$ cat src/rtl/stom_pkg.sv
// shared types, constants and codes for the space-time occupancy marker
`default_nettype none
package stom_pkg;

    localparam int GRID_X = 64;
    localparam int GRID_Y = 64;
    localparam int GRID_T = 32;

    localparam int XW    = $clog2(GRID_X);
    localparam int YW    = $clog2(GRID_Y);
    localparam int XBW   = $clog2(GRID_X + 1);
    localparam int YBW   = $clog2(GRID_Y + 1);
    localparam int CELLS = GRID_X * GRID_Y;
    localparam int AW    = $clog2(CELLS);
    localparam int ROW_W = 2 * GRID_T;
    localparam int KW    = (GRID_T > 1) ? $clog2(GRID_T) : 1;
    localparam int NSW   = 9;

    localparam int DIV_W = 26;
    localparam int DVS_W = 16;
    localparam int DCW   = $clog2(DIV_W);
    localparam int I0_W  = 28;
    localparam int N_W   = 17;

    typedef enum logic [2:0] {
        OP_CLEAR        = 3'd0,
        OP_STATIC_POINT = 3'd1,
        OP_TIMED_POINT  = 3'd2,
        OP_STATIC_BOX   = 3'd3,
        OP_TIMED_BOX    = 3'd4,
        OP_QUERY        = 3'd5
    } t_op;

    localparam logic [1:0] ST_OK    = 2'd0;
    localparam logic [1:0] ST_SPACE = 2'd1;
    localparam logic [1:0] ST_TIME  = 2'd2;

    localparam logic [1:0] CV_FREE   = 2'd0;
    localparam logic [1:0] CV_STATIC = 2'd1;
    localparam logic [1:0] CV_TIMED  = 2'd2;

    localparam logic [2:0] CFG_ORIGIN_X    = 3'd0;
    localparam logic [2:0] CFG_ORIGIN_Y    = 3'd1;
    localparam logic [2:0] CFG_CELL_SIZE   = 3'd2;
    localparam logic [2:0] CFG_TIME_STEP   = 3'd3;
    localparam logic [2:0] CFG_TIME_SLICES = 3'd4;

    typedef enum logic [3:0] {
        S_IDLE,
        S_CLR,
        S_DIVT,
        S_DIVX,
        S_DIVY,
        S_DIVSX,
        S_DIVSY,
        S_SETUP,
        S_RD,
        S_MOD,
        S_DONE
    } t_state;

    typedef struct packed {
        logic             done;
        logic [DIV_W-1:0] quo;
        logic             rem_nz;
    } t_div_res;

endpackage
`default_nettype wire

$ cat src/rtl/stom_div.sv
// iterative restoring divider, one quotient bit per cycle
`default_nettype none
module stom_div (
    input  wire                          i_clk,
    input  wire                          i_rst_n,
    input  wire                          i_start,
    input  wire [stom_pkg::DIV_W-1:0]    i_dvd,
    input  wire [stom_pkg::DVS_W-1:0]    i_dvs,
    output stom_pkg::t_div_res           o_res
);
    logic                        r_busy, n_busy;
    logic                        r_done, n_done;
    logic [stom_pkg::DCW-1:0]    r_cnt, n_cnt;
    logic [stom_pkg::DIV_W-1:0]  r_quo, n_quo;
    logic [stom_pkg::DVS_W:0]    r_rem, n_rem;
    logic [stom_pkg::DVS_W-1:0]  r_dvs, n_dvs;
    logic [stom_pkg::DVS_W:0]    rem_sh;
    logic [stom_pkg::DVS_W+1:0]  diff;

    always_comb begin
        rem_sh = {r_rem[stom_pkg::DVS_W-1:0], r_quo[stom_pkg::DIV_W-1]};
        diff   = {1'b0, rem_sh} - (stom_pkg::DVS_W+2)'(r_dvs);
        n_busy = r_busy;
        n_done = 1'b0;
        n_cnt  = r_cnt;
        n_quo  = r_quo;
        n_rem  = r_rem;
        n_dvs  = r_dvs;
        if (i_start && !r_busy) begin
            n_busy = 1'b1;
            n_cnt  = stom_pkg::DCW'(stom_pkg::DIV_W - 1);
            n_quo  = i_dvd;
            n_rem  = '0;
            n_dvs  = i_dvs;
        end else if (r_busy) begin
            n_quo = {r_quo[stom_pkg::DIV_W-2:0], ~diff[stom_pkg::DVS_W+1]};
            n_rem = diff[stom_pkg::DVS_W+1] ? rem_sh : diff[stom_pkg::DVS_W:0];
            n_cnt = r_cnt - stom_pkg::DCW'(1);
            if (r_cnt == '0) begin
                n_busy = 1'b0;
                n_done = 1'b1;
            end
        end
    end

    always_ff @(posedge i_clk) begin
        if (!i_rst_n) begin
            r_busy <= 1'b0;
            r_done <= 1'b0;
        end else begin
            r_busy <= n_busy;
            r_done <= n_done;
        end
        r_cnt <= n_cnt;
        r_quo <= n_quo;
        r_rem <= n_rem;
        r_dvs <= n_dvs;
    end

    assign o_res.done   = r_done;
    assign o_res.quo    = r_quo;
    assign o_res.rem_nz = (r_rem != '0);
endmodule
`default_nettype wire

$ cat config.mk
export PLATFORM = sky130hd
export DESIGN_NAME = stom_div
export DESIGN_NICKNAME = d
export VERILOG_FILES = /design/src/rtl/stom_pkg.sv /design/src/rtl/stom_div.sv
export SDC_FILE = /design/constraint.sdc
export NUM_CORES = 1
export LEC_CHECK = 0
export BUFFER_PORTS_ARGS = -buffer_cell sky130_fd_sc_hd__buf_2
export CAP_MARGIN = 25
export CORE_MARGIN = 5
export CORE_UTILIZATION = 30
export CTS_CLUSTER_DIAMETER = 200
export DETAILED_ROUTE_END_ITERATION = 12
export PLACE_DENSITY = 0.55
export SKIP_LAST_GASP = 1
export SLEW_MARGIN = 20
export SYNTH_ARGS = -nofsm -noshare
export SYNTH_HDL_FRONTEND = slang
export SYNTH_SLANG_ARGS = --single-unit
$ cat constraint.sdc
create_clock -name i_clk -period 2.95 [get_ports i_clk]
set_clock_uncertainty 0.15 [all_clocks]
set_input_delay 0.59 -clock i_clk [delete_from_list [all_inputs] [get_ports i_clk]]
set_output_delay 0.59 -clock i_clk [all_outputs]
set_load 0.01 [all_outputs]
==> results of run 1 <==
[metal layers]
layer,track usage [%],up-vias
met3,2.722,13
met2,18.76,42
li1,-,1275
met4,5.214,0
met1,14.23,1186
met5,0,-
[area by class of cell]
class / instances / area, µm²
timing repair buffer: 78 / 417.9
clock buffer: 11 / 232.7
sequential: 66 / 1742
tap: 143 / 178.9
inverter: 24 / 90.09
clock inverter: 5 / 55.05
fill: 1142 / 7168
multi-input combinational: 198 / 1632
[cells in the final DEF, fill, tap and decap left out, types with 3 or more instances in the layout]
cell type and instances:
o21ai_0 12, ha_1 17, o21a_1 3, nand2b_1 5
a31oi_1 3, xnor2_1 7, a32oi_1 6, inv_1 24
nand4_1 4, nand2_1 12, nor2_1 9, dfxtp_1 24
a21o_1 7, buf_4 5, xor2_1 9, mux2_2 30
nor4_1 3, a21oi_1 19, nor3_1 7, buf_2 72
clkbuf_16 9, a22o_1 7, edfxtp_1 42
[worst max-delay path, stage by stage, from the launching register on]
cell	delay (ns)
edfxtp_1	0.32
inv_1	0.04
ha_1	0.40
and4_2	0.28
nand2_1	0.06
a21o_1	0.20
a31oi_4	0.48
mux2_2	0.40
a22o_1	0.17
[state kept, by name, indices dropped and copies added, names as in the netlist]
signal and cells:
r_busy 1, r_cnt 5, r_done 1, r_dvs 16
r_quo 26, r_rem 17
[power groups by stage]
stage / clock network (µW) / logic, µW / registers (µW)
6_report: 1030 / 353 / 1120
5_1_grt: 1100 / 393 / 1130
4_1_cts: 1070 / 358 / 1120
3_5_place_dp: 0 / 356 / 1140
3_3_place_gp: 0 / 353 / 1140
2_1_floorplan: 0 / 213 / 1150
[metrics by stage]
step                      setup WS (ns)  power [µW]  util [%]
final                            0.3258        2505     37.76
after global routing             0.1442        2627     37.76
after CTS                        0.2928        2546     37.69
after detailed placement         0.3183        1495     35.19
after global placement           0.3817        1490     35.19
after floorplan                  0.3701        1366         -
[kinds of logic (layout without fill, tap and decap cells)]
kind of cell / Yosys count / after routing / share of synthesized area (%)
AO/OA/AOI/OAI: 76 / 76 / 15.93
XOR/XNOR: 16 / 16 / 3.948
adder cells (fa/ha/maj): 18 / 18 / 6.556
buffers and inverters: 36 / 118 / 5.182
flip-flops: 66 / 66 / 49.07
multiplexers: 32 / 32 / 10.36
AND/OR/NAND/NOR: 56 / 56 / 8.953
[worst paths after layout]
path	startpoint	endpoint	cells past startpoint
worst max-delay path	r_dvs[12]$_DFFE_PP_	r_rem[6]$_SDFFE_PP0P_	8
worst min-delay path	i_dvs[4]	r_dvs[4]$_DFFE_PP_	1
worst max register to register	r_dvs[12]$_DFFE_PP_	r_rem[6]$_SDFFE_PP0P_	8
worst min register to register	r_cnt[4]$_SDFFE_PP1P_	r_busy$_SDFF_PN0_	2
==> reports/qor.txt, run 1 <==
M1 WL: 3471 µm
endpoint type of the worst setup path: flip-flop
drt via density: 4.792
Post-CTS Setup Bufs: 0
CTS tree: done
Routed WL: 7635 µm
maximum buffer depth of the clock tree: 2
final hold vios: 0
Syn-to-layout area delta: 22.49%
hold_buf cts: 0
CTS root buf: clkbuf_16
Sw Share: 24.13%
Worst EP required: 3.02 ns
Syn Nets: 363
Finished Layout Cells: 525
Clk pin slew, worst setup/hold paths: 0.05 ns
Final Setup Violations: 0
Post-synth EDFFs: 42
gr usage total: 11.42%
DR top layer: met4
via count: 2516
layout cells sized above 1: 37.17%
Max VDD drop: 0.0003872 V
hold_ws: 0.2847 ns
Avg Cell Area, Syn: 11.83 µm²
HP Class: in2reg
die height: 118.8 µm
first-pass GRT wire length: 12970 µm
Finished Cell Area: 0.004348 mm²
antenna fix cells: 0
Max-slew headroom: 64.24%
kind of critical path: reg2reg
largest net degree at the start of global routing: 28
initial antenna violation count: 0
share of the synthesized area in the top cell type: 35.53%
sequential fraction of the synthesis area: 49.07%
Final ANT Viol Nets: 0
drt wl/cell: 14.54 µm
worst-margin pin slew: 0.5364 ns
post-synthesis cell count: 300
die width: 118.8 µm
DP Area: 0.004053 mm²
DP HPWL: 5531 µm
vias in the first global route: 2580
Initial Util: 30.82%
fmax: 381.1 MHz
grt ovf: 0
count leader, synth: edfxtp_1
CP arrival: 2.69 ns
crit-path max FO: 14
Final Slew Violations: 0
LEAKAGE: 0.001885 µW
row count: 39
Total Die Area: 0.01411 mm²
1st-pass router iterations: 4
P_sw: 604.6 µW
clock share of power: 41.2%
Post-Syn Area: 0.003550 mm²
Netlist cell types: 57
commonest cells in the netlist: edfxtp_1 (42), mux2_2 (30), dfxtp_1 (24), inv_1 (24), a21oi_1 (19)
I/O pins: 73
DRT iter0 DRCs: 134
Worst setup SP type: flip-flop
nets: 440
RSZ-0062 raised after global routing: no
Max-cap violations: 0
post-cts resize count: 0
status: finished, final reports clean
Pwr Density: 576.2 mW/mm²
Reg power frac: 44.7%
met2 WL: 3717 µm
synthesized flop and latch total: 66
ys flop type: edfxtp_1
remaining routing DRC violations: 0
core region area: 0.01152 mm²
later-pin clock latency in the skew report: 0.33 ns
wire length on met3: 264 µm
Placed Instances: 508
TNS Setup: 0 ns
Tmin final: 2.624 ns
# H-tree levels: 3
flop2flop setup slack: 0.33 ns
part of the cycle the worst path needs: 88.96%
YS warnings: 0
CTS Sinks: 66
Pint: 1901 µW
cts bufs inserted: 9
largest cells by area after synthesis: edfxtp_1 (36%), dfxtp_1 (14%), mux2_2 (9.5%), ha_1 (6.0%), a21oi_1 (2.7%)
post-synth top area cell: edfxtp_1
Post-synth ARST share: 0%
GPL Wtd Cong: 0.7842
buffers added on ports: 72
Logic pwr share: 14.1%
Power figures use the tool's default switching activity.
==> run 2: changes to the inputs <==
- ABC_AREA: not set -> 1
- PLACE_DENSITY: 0.55 -> not set
- PLACE_DENSITY_LB_ADDON: not set -> 0.25
==> run 2 against run 1 <==
Critical path depth increased by 3. Global-route usage up 1.9 points. Worst hold slack improved by 0.0040 ns. Synthesized cell count up 67%. Die area up 6.8%. Sequential power increased by 21%. First-iteration DRC count increased by 23%. Area after synthesis grew 7.5%. Combinational power rose to 4.8 times the previous value. Core utilization decreased by 0.64 points. Maximum frequency up 10%.
==> reports/qor.txt, run 2 <==
status: finished, final reports clean
Overall Power: 4146 µW
vias in the first global route: 3364
CP arrival: 2.45 ns
# H-tree levels: 3
CP max stage delay: 0.44 ns
endpoint type of the worst setup path: flip-flop
part of the cycle the worst path needs: 80.71%
most used cell, CP: nand2_1
Syn Nets: 564
RR Endpoint: r_rem[15]$_SDFFE_PP0P_
remaining routing DRC violations: 0
Finished Cell Area: 0.004664 mm²
gr usage total: 13.30%
largest net degree at the start of global routing: 45
commonest cells in the netlist: nand2_1 (205), inv_1 (75), nand3_1 (43)
largest cells by area after synthesis: edfxtp_1 (33%), nand2_1 (20%), dfxtp_1 (13%), inv_1 (7.4%), nand3_1 (5.6%)
Worst EP required: 3.02 ns
antenna fix cells: 0
Pwr Density: 888.9 mW/mm²
filler instances: 1314
post-synth top area cell: edfxtp_1
commonest non-fill, non-tap cell in the layout: nand2_1
LEAKAGE: 0.002416 µW
TNS Setup: 0 ns
kind of critical path: reg2reg
DP HPWL: 7175 µm
buffers added on ports: 72
Max-cap violations: 0
first-pass GRT wire length: 15790 µm
YS warnings: 0
1st-pass router iterations: 4
layout cells sized above 1: 17.76%
end of the critical path: r_rem[15]$_SDFFE_PP0P_
Syn-to-layout area delta: 22.27%
Max-slew headroom: 44.54%
Worst setup SP type: flip-flop
CTS root buf: clkbuf_16
DRT iter0 DRCs: 165
CTS Sinks: 66
fmax: 420.0 MHz
final hold vios: 0
Max VDD drop: 0.0005207 V
sequential fraction of the synthesis area: 45.65%
maximum buffer depth of the clock tree: 2
die width: 122.8 µm
post-cts resize count: 0
CTS tree: done
synthesized flop and latch total: 66
Reg with most FFs: r_quo
worst-margin pin slew: 0.8308 ns
Worst path slowest cell: a21oi_4
Post-synth EDFFs: 42
hold_ws: 0.2887 ns
RSZ-0062 raised after global routing: no
die height: 122.8 µm
DP Area: 0.004354 mm²
drt wl/cell: 12.36 µm
Clk pin slew, worst setup/hold paths: 0.05 ns
cell breakdown of the critical path: ha_1, nand2_2, inv_1, nand2_1, nand3_1, a21oi_4, nand2_4, nand2_1, nand2_1, nand2_1, nand2_1
Tmin final: 2.381 ns
Final Setup Violations: 0
core region area: 0.01257 mm²
post-synthesis cell count: 501
HP Class: in2reg
initial antenna violation count: 0
flop2flop setup slack: 0.57 ns
hold_buf cts: 0
most frequent cells in the layout: nand2_1 (205), inv_1 (75), buf_2 (72)
Avg Cell Area, Syn: 7.615 µm²
cts bufs inserted: 9
Routed WL: 9294 µm
ys flop type: edfxtp_1
Final ANT Viol Nets: 0
GPL Wtd Cong: 0.9147
top flop regs: r_quo (26), r_rem (17), r_dvs (16)
share of the synthesized area in the top cell type: 33.06%
Post-Syn Area: 0.003815 mm²
I/O pins: 73
Post-synth ARST share: 0%
Final Slew Violations: 0
row count: 41
nets: 638
drt via density: 4.465
crit path from: r_rem[11]$_SDFFE_PP0P_
Worst Reg-to-Reg Cells: 11
Netlist cell types: 32
crit-path max FO: 18
critical register-to-register path startpoint: r_rem[11]$_SDFFE_PP0P_
max reg flops: 26
grt ovf: 0
count leader, synth: nand2_1
Total Die Area: 0.01507 mm²
Initial Util: 30.35%
later-pin clock latency in the skew report: 0.32 ns
via count: 3358
Post-CTS Setup Bufs: 0
run 2: cell types whose count changed after synthesis, sizes merged, moves of 7 or more:
cell / previous run / this run
nand2: 15 / 209
inv: 24 / 75
nand3: 1 / 47
mux2: 32 / 0
a21o: 10 / 0
a21oi: 20 / 12
xor2: 9 / 1
a22o: 7 / 0
nor2: 10 / 17
run 2: final cells by class:
type                            instances  area [µm²]  area share, %
Clock inverter                          6       81.33          1.744
Sequential cell                        66        1742          37.34
Timing Repair Buffer                   75       382.9          8.208
Clock buffer                           10       229.0          4.909
Multi-Input combinational cell        346        1725          36.99
Tap cell                              172       215.2          4.614
Inverter                               77       289.0          6.196
run 2: metrics by stage:
stage / instances / util (%) / worst slack [ns]
4_1_cts: 752 / 37.11 / 0.5910
3_5_place_dp: 736 / 34.64 / 0.6019
5_1_grt: 752 / 37.11 / 0.3698
6_report: 752 / 37.11 / 0.5690
2_1_floorplan: 501 / - / 0.8789
3_3_place_gp: 736 / 34.64 / 0.6290
run 2: where the power goes:
part           switching, µW  total [µW]  internal [µW]
clock                    363        1100            733
sequential               167        1360           1190
combinational           1060        1690            632
total                   1590        4150           2560
run 2: per-layer routing:
metal | GRT usage, % | vias up | part of all wire [%]
met5 | 0 | - | 0
met4 | 5.668 | 0 | 2.1
met3 | 3.733 | 16 | 6.8
met2 | 20.19 | 99 | 45
met1 | 17.72 | 1506 | 47
li1 | - | 1737 | -
run 2: worst min-delay path by stage:
stage | from | end | slack (ns) | cells past startpoint
3_5_place_dp | r_cnt[4]$_SDFFE_PP1P_ | r_cnt[4]$_SDFFE_PP1P_ | 0.31 | 2
3_3_place_gp | r_cnt[4]$_SDFFE_PP1P_ | r_cnt[4]$_SDFFE_PP1P_ | 0.30 | 2
4_1_cts | i_dvs[8] | r_dvs[8]$_DFFE_PP_ | 0.27 | 1
2_1_floorplan | r_rem[16]$_SDFFE_PP0P_ | r_rem[16]$_SDFFE_PP0P_ | 0.28 | 2
6_report | i_dvs[8] | r_dvs[8]$_DFFE_PP_ | 0.29 | 1
5_1_grt | i_dvs[8] | r_dvs[8]$_DFFE_PP_ | 0.27 | 1
run 2: kinds of logic (layout without fill, tap and decap cells):
logic type / count (synthesis) / after routing / share of synthesized area [%]
AO/OA/AOI/OAI: 26 / 26 / 3.838
flip-flops: 66 / 66 / 45.65
AND/OR/NAND/NOR: 295 / 295 / 33.49
buffers and inverters: 89 / 168 / 9.315
XOR/XNOR: 7 / 7 / 1.607
adder cells (fa/ha/maj): 18 / 18 / 6.100
run 2: worst max-delay path, delay by kind of cell, from the launching register on:
kind                     cells  cell delay, ns
AO/OA/AOI/OAI                1            0.44
flip-flops                   1            0.35
buffers and inverters        1            0.04
AND/OR/NAND/NOR              8            0.88
adder cells (fa/ha/maj)      1            0.40
